--- src/design/v2n_pkg.sv ---
package v2n_pkg;

  // Field widths of the stream items.
  localparam int unsigned CoordW  = 32;
  localparam int unsigned LimW    = 31;
  localparam int unsigned UnitW   = 18;
  localparam int unsigned SqW     = 64;
  localparam int unsigned ProdW   = 63;

  // Pipeline depths of the shared root unit and of each lane divider.
  localparam int unsigned IsqStages = 32;
  localparam int unsigned DivQW     = 31;

  // What one lane hands on: the magnitude and its product with the limit.
  typedef struct packed {
    logic [CoordW-1:0] mag;
    logic [ProdW-1:0]  prod;
  } lane_t;

  // Raw item carried alongside the arithmetic.
  typedef struct packed {
    logic [CoordW-1:0] raw_x;
    logic [CoordW-1:0] raw_y;
    logic [LimW-1:0]   lim;
  } side_t;

endpackage

--- src/design/v2n_lane.sv ---
module v2n_lane
  import v2n_pkg::*;
(
  input  logic              clk_i,
  input  logic              en_i,
  input  logic [CoordW-1:0] raw_i,
  input  logic [LimW-1:0]   lim_i,
  output lane_t             lane_o,
  output logic [SqW-1:0]    sq_o
);

  logic [CoordW-1:0] mag_q;
  logic [LimW-1:0]   lim_q;
  logic [CoordW-1:0] mag2_q;
  logic [SqW-1:0]    sq_q;
  logic [ProdW-1:0]  prod_q;

  // First stage: magnitude of the two's complement component.
  always_ff @(posedge clk_i) begin
    if (en_i) begin
      mag_q <= raw_i[CoordW-1] ? (~raw_i + 32'd1) : raw_i;
      lim_q <= lim_i;
    end
  end

  // Second stage: square for the length and product for the clamp.
  always_ff @(posedge clk_i) begin
    if (en_i) begin
      sq_q   <= SqW'(mag_q) * SqW'(mag_q);
      prod_q <= ProdW'(mag_q) * ProdW'(lim_q);
      mag2_q <= mag_q;
    end
  end

  assign lane_o.mag  = mag2_q;
  assign lane_o.prod = prod_q;
  assign sq_o        = sq_q;

endmodule

--- config.mk ---
export PLATFORM = sky130hd
export DESIGN_NAME = v2n_lane
export DESIGN_NICKNAME = d
export VERILOG_FILES = /design/src/design/v2n_pkg.sv /design/src/design/v2n_lane.sv
export SDC_FILE = /design/constraint.sdc
export NUM_CORES = 2
export LEC_CHECK = 0
export ABC_AREA = 1
export BUFFER_PORTS_ARGS = -buffer_cell sky130_fd_sc_hd__buf_2
export CAP_MARGIN = 20
export CORE_MARGIN = 2
export CORE_UTILIZATION = 35
export DETAILED_ROUTE_END_ITERATION = 10
export HOLD_SLACK_MARGIN = 0.1
export PLACE_DENSITY_LB_ADDON = 0.3
export SLEW_MARGIN = 20
export SYNTH_ARGS = -nofsm -noshare
export SYNTH_HDL_FRONTEND = slang
export SYNTH_SLANG_ARGS = --single-unit
--- constraint.sdc ---
create_clock -name clk_i -period 7.7 [get_ports clk_i]
set_input_delay 0.77 -clock clk_i [delete_from_list [all_inputs] [get_ports clk_i]]
set_output_delay 0.77 -clock clk_i [all_outputs]
set_load 0.01 [all_outputs]
# Yosys cells after proc, flatten, opt, wreduce, memory -nomap -nowiden
# Index checks and enable logic that the tools add are counted.
[word_totals]
register_bits = 222
input_bits = 65
[classes]
n_mul = 2
add_sub_neg = 1
mux = 1
n_bitwise = 1
[op_table]
columns = ["operator", "count"]
rows = [
  ["$mul 32x32->64", 1],
  ["$mul 32x31->63", 1],
  ["$add 32x1->32 const B", 1],
  ["$not 32->32", 1],
  ["$mux 31", 1],
]

# Longest topological paths before layout
[logic_depth]
depth_word = 3
ltp_mapped = 32
depth_no_buf = 30

# Worst setup path after synthesis
# OpenSTA, ideal clock, no wires.
[synth_timing]
path_type = "register to register"
from = "reg mag_q[19]"
to = "reg sq_q[60], in the netlist sq_o[60], data pin"
setup_time_ns = 0.252
setup_slack_ns = 0.901
period_less_slack_ns = 6.799
t_arrival_ns = 6.547
path_stages_with_launch = 29
cell_sequence = "edfxtp_1 -> buf_2 -> clkbuf_1 -> buf_1 -> nand2_1 -> fa_1 -> inv_1 -> fa_1 -> inv_1 -> fa_1 -> fa_1 -> inv_1 -> fa_1 -> fa_1 -> fa_1 -> inv_1 -> fa_1 -> inv_1 -> ha_1 -> nand2_1 -> inv_1 -> a21oi_1 -> nand2_1 -> nand2_1 -> nand2_1 -> a21oi_1 -> nand2_1 -> nand2_1 -> nand2_1"
[synth_between]
elab_chain_len = 1
[synth_rtl]
columns = ["element", "line_no", "source"]
rows = [
  ["start: declaration", "v2n_lane.sv:12", "logic [CoordW-1:0] mag_q;"],
  ["start signal: assignment", "v2n_lane.sv:21", "mag_q <= raw_i[CoordW-1] ? (~raw_i + 32'd1) : raw_i;"],
  ["$mul 32x32->64", "v2n_lane.sv:29", "sq_q <= SqW'(mag_q) * SqW'(mag_q);"],
  ["end signal: assignment", "v2n_lane.sv:29", ""],
  ["end: declaration", "v2n_lane.sv:15", "logic [SqW-1:0] sq_q;"],
]
# Every way passes these cells.
# A chain may end at the register's enable or synchronous reset.

# Worst setup path after layout
[layout_timing]
from = "reg lim_q[10]"
to = "reg prod_q[55], data pin"
[layout_between]
elab_chain_len = 1
[layout_rtl]
columns = ["element", "line_no", "source"]
rows = [
  ["start: declaration", "v2n_lane.sv:13", "logic [LimW-1:0] lim_q;"],
  ["start signal: assignment", "v2n_lane.sv:22", "lim_q <= lim_i;"],
  ["$mul 32x31->63", "v2n_lane.sv:30", "prod_q <= ProdW'(mag_q) * ProdW'(lim_q);"],
  ["end signal: assignment", "v2n_lane.sv:30", ""],
  ["end: declaration", "v2n_lane.sv:16", "logic [ProdW-1:0] prod_q;"],
]
# Every way passes these cells.

==> results by group <==
Worst setup path
  – FF-to-FF path depth: 25
  – Setup CP Type: reg2reg
  – Worst Path Arrival: 7.85 ns
  – Worst path bufs/invs: 6
  – CP Capture Type: register
  – Maximum fanout along the worst path: 15
  – Slowest-stage cell, CP: edfxtp_1
  – Max stage delay on crit path: 0.80 ns
  – Levels on crit path: 25
  – Top delay family on crit path: adder cells
  – CP startpoint kind: register
  – Most common cell on crit path: fa_1
  – Worst endpoint required time: 8.12 ns

Finish
  – Nets@finish: 11,612
  – Share of layout cells above drive strength 1: 6.081%
  – Fill count: 21,844
  – Area Overhead vs Synth: 8.643%

Global route
  – Initial antenna violation count: 14
  – Total track usage: 20.22%
  – Vias in the first global route: 60,830
  – Grt ovf: 0
  – Largest net degree at the start of global routing: 77
  – First-pass GRT wire length: 342,100 µm

Die
  – Die X-Extent: 463.8 µm
  – Row Count: 168
  – Core area: 209,800 µm²
  – IO Pins: 224
  – Die Area: 215,100 µm²
  – Die Span Y: 463.8 µm
  – Initial Util: 35.27%

Logic synthesis
  – Sequential fraction of the synthesis area: 8.929%
  – Synthesized netlist cell count: 9,225
  – Synthesized area per cell: 8.020 µm²
  – Top_reg_cell synth: edfxtp_1
  – Post-synth ARST share: 0%
  – Synth Warn #: 0
  – Post-synth EDFFs: 220
  – Yosys reg bits: 220
  – Number of library cell types mapped by synthesis: 42
  – Mapped Nets: 11,505
  – Mapped cell area: 73,990 µm²

Placement
  – RePlAce Congestion: 0.9323
  – Count of input and output buffers: 222
  – Pre-CTS setup slack: 0.3398 ns
  – Hpwl dp: 176,000 µm

Timing
  – # setup viols final: 0
  – Slew Limit Headroom: 29.95%
  – RSZ-0062 raised after global routing: false
  – Final worst slack: 0.2744 ns
  – Worst slew pin tran: 1.051 ns
  – F_max: 0.1347 GHz
  – Final Max Slew Viols: 0
  – Setup TNS: 0 ns
  – Crit share post-route: 96.44%
  – Final hold viol count: 0
  – Min Tclk post-route: 7.426 ns
  – Layout Skew: 0.04734 ns

Clock network
  – CTS buffer count: 31
  – Root Driver: clkbuf_16
  – CTS Sinks: 220
  – CTS Hold Bufs: 0
  – Reg clk slew, reported paths: 0.07 ns
  – CTS tree: built
  – Max Root-Sink Buffers: 3
  – Buffer count from post-CTS setup fixing: 0
  – H-tree depth: 1
  – Clk Latency, worst-skew pair: 0.68 ns
  – Post_cts resized: 0

Detailed routing
  – DRC: 0
  – WL/cell: 17.31 µm
  – Vias per std cell: 4.561
  – ANT nets after route: 0
  – DRT Pass-1 Iters: 8
  – DR iter-0 viols: 3,679
  – WL final: 210,600 µm
  – Routed vias: 55,479

Outcome
  – Outcome: completed

Run
  – Max Cap Viol: 0

Hold path
  – Hold path cells: 1
  – Worst Hold Class: in2reg
[logic make-up (layout without fill, tap and decap cells)]
kind of cell	after synthesis	after routing	share of synthesized area (%)
adders and majority gates	2215	2215	54.28
and+or+nand+nor	3069	3069	16.45
buffers and inverters	3411	3543	17.33
other	1	4	0.005068
AOI/OAI and AO/OA	169	169	1.343
xor gates and xnor gates	140	140	1.657
DFF	220	220	8.929
[placed cells by master, fill, tap and decap left out, types with 48 or more instances in the layout]
| cell | n |
|---|---|
| inv_1 | 3075 |
| nand2_1 | 2576 |
| fa_1 | 1658 |
| ha_1 | 557 |
| buf_2 | 221 |
| edfxtp_1 | 220 |
| nor2_1 | 215 |
| buf_4 | 129 |
| nand3_1 | 122 |
| xor2_1 | 112 |
| a21oi_1 | 96 |
| buf_12 | 48 |
[cell type report]
cell class | instances | area [µm²] | share of cell area [%]
Timing Repair Buffer | 399 | 3050 | 3.795
Multi-Input combinational cell | 5594 | 54560 | 67.87
Inverter | 3086 | 11580 | 14.41
Antenna cell | 3 | 7.507 | 0.009339
Tap cell | 2805 | 3510 | 4.366
Sequential cell | 220 | 6606 | 8.219
Clock buffer | 32 | 779.5 | 0.9697
Clock inverter | 26 | 287.8 | 0.3580
[synthesized netlist by cell type, drive strengths merged (3+ instances only)]
| cell | n | area [µm²] |
|---|---|---|
| inv | 3086 | 11580 |
| ha | 557 | 6969 |
| xor2 | 112 | 980.9 |
| edfxtp | 220 | 6606 |
| a21o | 3 | 22.52 |
| xnor2 | 28 | 245.2 |
| a31o | 6 | 52.55 |
| nor3 | 34 | 231.5 |
| fa | 1658 | 33190 |
| nand4 | 34 | 219.0 |
| clkbuf | 265 | 994.7 |
| nor2 | 255 | 1092 |
| o211ai | 3 | 22.52 |
| buf | 60 | 245.2 |
| o21bai | 34 | 259.0 |
| nand2 | 2600 | 9824 |
| o21ai | 22 | 121.4 |
| nand3 | 134 | 730.7 |
| a21oi | 96 | 480.5 |
| or2 | 6 | 37.54 |
[worst register-to-register path, stage by stage, from the launching register on]
cell,delay [ns]
edfxtp_1,0.80
nand2_1,0.19
fa_1,0.57
inv_1,0.05
fa_1,0.47
inv_1,0.06
fa_1,0.54
inv_1,0.05
fa_1,0.45
fa_1,0.51
inv_1,0.05
fa_1,0.55
fa_1,0.46
fa_1,0.50
inv_1,0.04
ha_1,0.35
nand2_1,0.13
inv_1,0.06
nand2_1,0.06
nand2_1,0.06
a21oi_1,0.36
nand3_1,0.40
nand2_1,0.22
nand3_1,0.08
nand2_1,0.06
nand2_1,0.08
[worst paths after layout]
kind / endpoint / slack, ns / startpoint
max: prod_q[55]$_DFFE_PP_ / 0.27 / lim_q[10]$_DFFE_PP_
min: lim_q[29]$_DFFE_PP_ / 0.27 / lim_i[29]
max reg2reg: prod_q[55]$_DFFE_PP_ / 0.27 / lim_q[10]$_DFFE_PP_
min reg2reg: mag2_q[28]$_DFFE_PP_ / 0.52 / mag_q[28]$_DFFE_PP_
[flip-flops by register name, summed over array words and instances, names as in the netlist]
| name | count |
|---|---|
| lim_q | 31 |
| mag2_q | 32 |
| prod_q | 63 |
| mag_q | 32 |
| sq_o | 62 |
[per-layer routing]
metal	vias up	GRT usage [%]	part of all wire (%)
met5	-	0	0.023
met4	8	4.674	2.5
met3	266	1.713	4.8
met2	1380	35.25	49
met1	28012	27.20	43
li1	25813	-	-
[per-stage QoR]
step           instance area, µm²  hold slack [ns]  instances  util, %
2_1_floorplan               73990           0.4206       9225        -
3_3_place_gp                79310           0.5010      12104    37.81
3_5_place_dp                79310           0.5111      12104    37.81
4_1_cts                     80380           0.1955      12162    38.31
5_1_grt                     80380           0.2363      12164    38.32
6_report                    80380           0.2666      12165    38.32
Power is left out: the tool's default activity adds up to more than one toggle a clock period on the data nets, which glitch-free logic cannot reach.
