### src/design/v2n_pkg.sv
package v2n_pkg;

  // Field widths of the stream items.
  localparam int unsigned CoordW  = 32;
  localparam int unsigned LimW    = 31;
  localparam int unsigned UnitW   = 18;
  localparam int unsigned SqW     = 64;
  localparam int unsigned ProdW   = 63;

  // Pipeline depths of the shared root unit and of each lane divider.
  localparam int unsigned IsqStages = 32;
  localparam int unsigned DivQW     = 31;

  // What one lane hands on: the magnitude and its product with the limit.
  typedef struct packed {
    logic [CoordW-1:0] mag;
    logic [ProdW-1:0]  prod;
  } lane_t;

  // Raw item carried alongside the arithmetic.
  typedef struct packed {
    logic [CoordW-1:0] raw_x;
    logic [CoordW-1:0] raw_y;
    logic [LimW-1:0]   lim;
  } side_t;

endpackage

### src/design/v2n_div.sv
module v2n_div
  import v2n_pkg::*;
(
  input  logic              clk_i,
  input  logic              en_i,
  input  logic [ProdW-1:0]  num_i,
  input  logic [CoordW-1:0] den_i,
  output logic [DivQW-1:0]  quo_o,
  output logic [CoordW-1:0] den_o
);

  // The numerator is below den * 2^DivQW, so the upper part starts below den.
  logic [CoordW-1:0] rem_q [DivQW];
  logic [DivQW-1:0]  low_q [DivQW];
  logic [DivQW-1:0]  quo_q [DivQW];
  logic [CoordW-1:0] den_q [DivQW];

  // Restoring long division, one quotient bit per stage.
  for (genvar s = 0; s < DivQW; s++) begin : g_stage
    logic [CoordW-1:0] rem_in;
    logic [DivQW-1:0]  low_in;
    logic [DivQW-1:0]  quo_in;
    logic [CoordW-1:0] den_in;
    logic [CoordW:0]   trial;
    logic              ge;

    if (s == 0) begin : g_first
      assign rem_in = num_i[ProdW-1:DivQW];
      assign low_in = num_i[DivQW-1:0];
      assign quo_in = '0;
      assign den_in = den_i;
    end else begin : g_next
      assign rem_in = rem_q[s-1];
      assign low_in = low_q[s-1];
      assign quo_in = quo_q[s-1];
      assign den_in = den_q[s-1];
    end

    assign trial = {rem_in, low_in[DivQW-1]};
    assign ge    = (trial >= {1'b0, den_in});

    always_ff @(posedge clk_i) begin
      if (en_i) begin
        rem_q[s] <= ge ? CoordW'(trial - {1'b0, den_in}) : CoordW'(trial);
        low_q[s] <= {low_in[DivQW-2:0], 1'b0};
        quo_q[s] <= {quo_in[DivQW-2:0], ge};
        den_q[s] <= den_in;
      end
    end
  end

  assign quo_o = quo_q[DivQW-1];
  assign den_o = den_q[DivQW-1];

endmodule

### config.mk
export PLATFORM = sky130hd
export DESIGN_NAME = v2n_div
export DESIGN_NICKNAME = d
export VERILOG_FILES = /design/src/design/v2n_pkg.sv /design/src/design/v2n_div.sv
export SDC_FILE = /design/constraint.sdc
export NUM_CORES = 2
export LEC_CHECK = 0
export ABC_AREA = 0
export BUFFER_PORTS_ARGS = -buffer_cell sky130_fd_sc_hd__buf_2
export CORE_UTILIZATION = 44
export DETAILED_ROUTE_END_ITERATION = 8
export PLACE_DENSITY = 0.68
export SLEW_MARGIN = 20
export SYNTH_ARGS = -nofsm -noshare
export SYNTH_HDL_FRONTEND = slang
export SYNTH_SLANG_ARGS = --single-unit
export TNS_END_PERCENT = 50
### constraint.sdc
create_clock -name clk_i -period 4.5 [get_ports clk_i]
set_input_delay 0.9 -clock clk_i [delete_from_list [all_inputs] [get_ports clk_i]]
set_output_delay 0.9 -clock clk_i [all_outputs]
set_load 0.05 [all_outputs]
# Yosys cells after proc, flatten, opt, wreduce, memory -nomap -nowiden
# Memories as Yosys holds them, arrays and structs flattened.
# Index checks and enable logic that the tools add are counted.
[word_totals]
n_memories = 4
regBits = 0
elab_cells = 99
ramBits = 3875
input_bits = 97
[op_classes]
mux = 33
order_cmp = 31
add_sub_neg = 31
[mem_list]
columns = ["memory", "words", "word_bits", "rd", "rd_ports_with_merged_regs", "write_ports", "line", "text"]
rows = [
  ["den_q", 31, 32, 31, 0, 31, "v2n_div.sv:16", "logic [CoordW-1:0] den_q [DivQW];"],
  ["rem_q", 31, 32, 30, 0, 31, "v2n_div.sv:13", "logic [CoordW-1:0] rem_q [DivQW];"],
  ["quo_q", 31, 31, 31, 0, 31, "v2n_div.sv:15", "logic [DivQW-1:0] quo_q [DivQW];"],
  ["low_q", 31, 30, 30, 0, 31, "v2n_div.sv:14", "logic [DivQW-1:0] low_q [DivQW];"],
]
[op_table]
columns = ["cell", "n"]
rows = [
  ["greater-or-equal comparator 33 x 32 -> 1 bit", 31],
  ["2-to-1 mux 32 bit", 31],
  ["subtractor 32 bit", 31],
  ["2-to-1 mux 1 bit", 2],
]

# Longest topological paths before layout
# An unclocked memory read counts as a cell.
[depth]
ltp_word = 3
ltp_mapped = 16
ltp_nobuf = 14

# Worst setup path after synthesis
# OpenSTA, ideal clock, no wires.
[synth_path]
kind = "register to register"
from = "mem den_q[13][1] (netlist: den_q[0][417])"
to = "mem rem_q[14][27] (netlist: rem_q[7][27]) (data pin)"
t_arrival_ns = 3.639
setup_slack_ns = 0.601
path_stages_with_launch = 15
period_less_slack_ns = 3.899
path_cell_list = "edfxtp_1 inv_1 ha_1 nor2b_1 o31a_1 o41a_1 a311o_1 a311oi_2 o21ai_1 a21oi_2 o21ai_1 o21a_1 a211oi_4 buf_6 mux2_2"
[synth_rtl]
columns = ["element", "line"]
rows = [
  ["start: declaration", "v2n_div.sv:16"],
  ["end: declaration", "v2n_div.sv:13"],
]

==> flow_metrics.py <==
metrics = {
    "run_status": {
        "status": "finished with violations",
        "violations": "DRC",
    },
    "worst_setup_path": {
        "endpoint_kind": "flop",
        "rr_startpoint": "den_q[1][65]",
        "startpoint": "den_q[1][65]",
        "reg2reg_slack_ps": 130,
        "crit_end": "rem_q[9][62]",
        "cp_slowest_cell": "or3b_2",
        "r2r-end": "rem_q[9][62]",
        "path_common_cell": "buf_4",
        "cp_data_arrival_time_ps": 5040,
        "r2r_cells": 16,
        "cp.required_ps": 5170,
        "slowest_delay_ps": 500,
        "cp_max_fo": 16,
        "critical_path.cell_chain": "inv_1 -> ha_1 -> nor2b_1 -> o21ai_0 -> a21boi_1 -> o311ai_2 -> buf_4 -> nand4_1 -> a41oi_2 -> or2_2 -> o41ai_1 -> or3b_2 -> a311oi_4 -> buf_4 -> clkbuf_16 -> mux2_2",
        "critPathKind": "flop to flop",
        "startpoint_type": "flop",
    },
    "placement": {
        "gp_congestion": 0.930,
        "port-buffer-count": 159,
        "placed_area_um2": 158000,
        "preCtsSetupSlack_ps": -94.9,
        "dp_cells": 16900,
        "hpwl_um": 245000,
    },
    "yosys": {
        "synth_top_area_frac": 0.582,
        "ys.warnings.count": 0,
        "synth_cells": 12300,
        "ys_seq_area_frac": 0.582,
        "syn_nets": 13500,
        "ys.flop_type": "edfxtp_1",
        "synth-seq-cells": 2913,
        "synth_edf_count": 2913,
        "yosys.area.top_type": "edfxtp_1",
        "avgSynthCellArea_um2": 12.2,
        "synth.distinct_cells": 86,
        "synth_top_family_by_area": "compound AO/OA/AOI/OAI gates",
        "synth_xor_area_frac": 0.0467,
        "yosys.area_share.simple": 0.0792,
        "yosys.area_share.adder": 0.0866,
        "synth_area_um2": 150000,
        "muxShareOfSynthArea": 0.0366,
        "synth_compound_area_frac": 0.129,
        "synthArstFlopShare": 0,
        "synth_area_leaders": "edfxtp_1 (58%), ha_1 (8.3%), a21oi_1 (3.4%)",
    },
    "detailed_routing": {
        "dr.pass1.iters": 8,
        "wl_per_cell_um": 18.9,
        "drt-vias-per-instance": 5.40,
        "route.detailed.drc": 56,
        "ant_nets": 0,
        "dr_total_vias": 94500,
        "wl_um": 331000,
        "drtIter0Drc": 7193,
    },
    "finish": {
        "area_growth_pct": 12.0,
        "fillers": 29500,
        "mostFrequentLayoutCell": "edfxtp_1",
        "final_area_um2": 168000,
        "final_cells": 17500,
        "nNetsFinal": 13800,
        "mostFrequentLayoutCells": "edfxtp_1 (2913), inv_1 (1213), a21oi_1 (1033)",
        "final_util": 0.495,
        "drive_gt1_frac": 0.104,
    },
    "global_route": {
        "grt_use_met2": 0.343,
        "antenna_found_initial": 4,
        "grt_overflow": 0,
        "met3_usage": 0.0236,
        "gr-max-usage-layer": "met2",
        "grt_pass1_vias": 92500,
        "grt_first_pass_wirelength_um": 513000,
        "grt_start_max_net_pins": 161,
        "grt.total_usage": 0.189,
        "grt_use_met1": 0.219,
    },
    "pwr": {
        "peakVddDrop_mv": 0.575,
        "seqPwrFrac": 0.353,
        "power_density_nw_per_um2": 730,
        "combPwrFrac": 0.434,
        "netSwitchingPower_uw": 44300,
        "cellLeakagePower_uw": 0.0675,
        "pwr-share-clk": 0.214,
        "switching_share": 0.361,
        "internal_power_uw": 78400,
    },
    "floorplanning": {
        "die_width_um": 586,
        "die_h_um": 586,
        "io_pins": 160,
        "rows": 214,
        "start_util": 0.442,
        "die_area_um2": 344000,
        "core_um2": 340000,
    },
    "sta": {
        "setup_violations": 0,
        "layout_min_cycle_time_ps": 4370,
        "fin_ws_ps": 125,
        "slew_violations": 0,
        "hold_viol": 0,
        "max_freq_ghz": 0.229,
        "worst_pin_slew_ps": 954,
        "skew_ps": 37.2,
        "relSlewSlack": 0.347,
        "fin_crit_sh": 0.972,
    },
    "min_path": {
        "hp-start": "num_i[5]",
        "holdCritPathClass": "input pin to flop",
        "min_path_cells": 1,
    },
    "clock_network": {
        "cts_made_buffers": 321,
        "h-tree-depth": 5,
        "cts_sinks": 2913,
        "clockBufferDepth": 4,
        "clk_latency_ps": 940,
        "ctsHoldBuffers": 0,
        "clockRootBuffer": "clkbuf_16",
        "cts_tree": "built",
        "clkTransAtPathRegs_ps": 60,
    },
    "job": {
        "maxCapViolCount": 0,
    },
}
metal layers:
| metal | vias up | share of wire |
|---|---|---|
| li1 | 46200 | - |
| met1 | 45400 | 0.40 |
| met2 | 2165 | 0.51 |
| met3 | 703 | 0.041 |
| met4 | 2 | 0.052 |
| met5 | - | 0.000039 |
logic make-up (layout without fill, tap and decap cells):
| family | count (synthesis) | count (layout) |
|---|---|---|
| xor gates and xnor gates | 800 | 800 |
| muxes | 491 | 491 |
| buffers and inverters | 1525 | 2167 |
| adders and majority gates | 1022 | 1022 |
| AOI/OAI and AO/OA | 3105 | 3105 |
| DFF | 2913 | 2913 |
| other | 0 | 6 |
| and+or+nand+nor | 2478 | 2478 |
sequential cells by signal, summed over array words and instances, names as in the netlist:
register,flops
quo_q,496
den_q,992
low_q,465
rem_q,960
power groups by stage:
stage,clock [µW],sequential (µW),combinational (µW)
after detailed placement,0,43800,52500
after CTS,26900,43300,53000
after global routing,27900,43800,58900
final,26200,43300,53200
after global placement,0,43800,52000
after floorplan,0,41600,39900
worst max-delay path, delay by kind of cell (launching register included):
family / cells / cell delay [ps]
AOI/OAI and AO/OA: 6 / 1420
adders and majority gates: 1 / 230
DFF: 1 / 430
buffers and inverters: 4 / 680
muxes: 1 / 350
and+or+nand+nor: 4 / 990
metrics by stage:
stage               TNS, ps  hold WS (ps)  total power [µW]
global route          -1.79           107            131000
detailed placement    -2260           405             96300
CTS                       0          65.2            123000
floorplan                 0           400             81600
global placement      -1490           400             95800
finish                    0           156            123000
Yosys cell counts, types with 71 or more instances:
library cell and number:
edfxtp_1 2913, inv_1 1213, a21oi_1 1034, ha_1 992, nor2_1 701, nand2_1 677
o21ai_0 658, a21o_1 521, xnor2_1 476, mux2_2 438, xor2_1 324, clkbuf_1 250
nor2b_1 175, nand3_1 171, nand2b_1 153, nand4_1 147, o21a_1 147, nor3_1 128
a31oi_1 116, o21bai_1 113, and3_1 90, a211oi_1 71
layout make-up:
cell class / count / area [µm²] / share of cell area
inverter: 1213 / 4550 / 0.0271
clock buffer: 382 / 8390 / 0.0499
sequential: 2913 / 87500 / 0.520
tap: 4536 / 5680 / 0.0337
clock inverter: 206 / 2100 / 0.0125
multi-input combinational: 7896 / 57000 / 0.339
timing repair buffer: 366 / 2970 / 0.0177
antenna: 6 / 15.0 / 0.0000893
repair_timing:
item	4_1_cts	5_1_grt
gates cloned	0	1
setup buffers	0	2
pin swaps	1	3
endpoints found under the hold margin	0	0
resized for setup	1	3
endpoints found under the setup margin	30	45
worst min path at each step:
stage               endpoint  slack (ps)
4_1_cts         low_q[0][10]          70
5_1_grt          low_q[0][4]         110
3_5_place_dp   low_q[10][26]         400
6_report         low_q[0][5]         160
3_3_place_gp     quo_q[1][5]         400
2_1_floorplan   low_q[0][31]         400
Note: power is estimated with default switching activity, not from simulation.
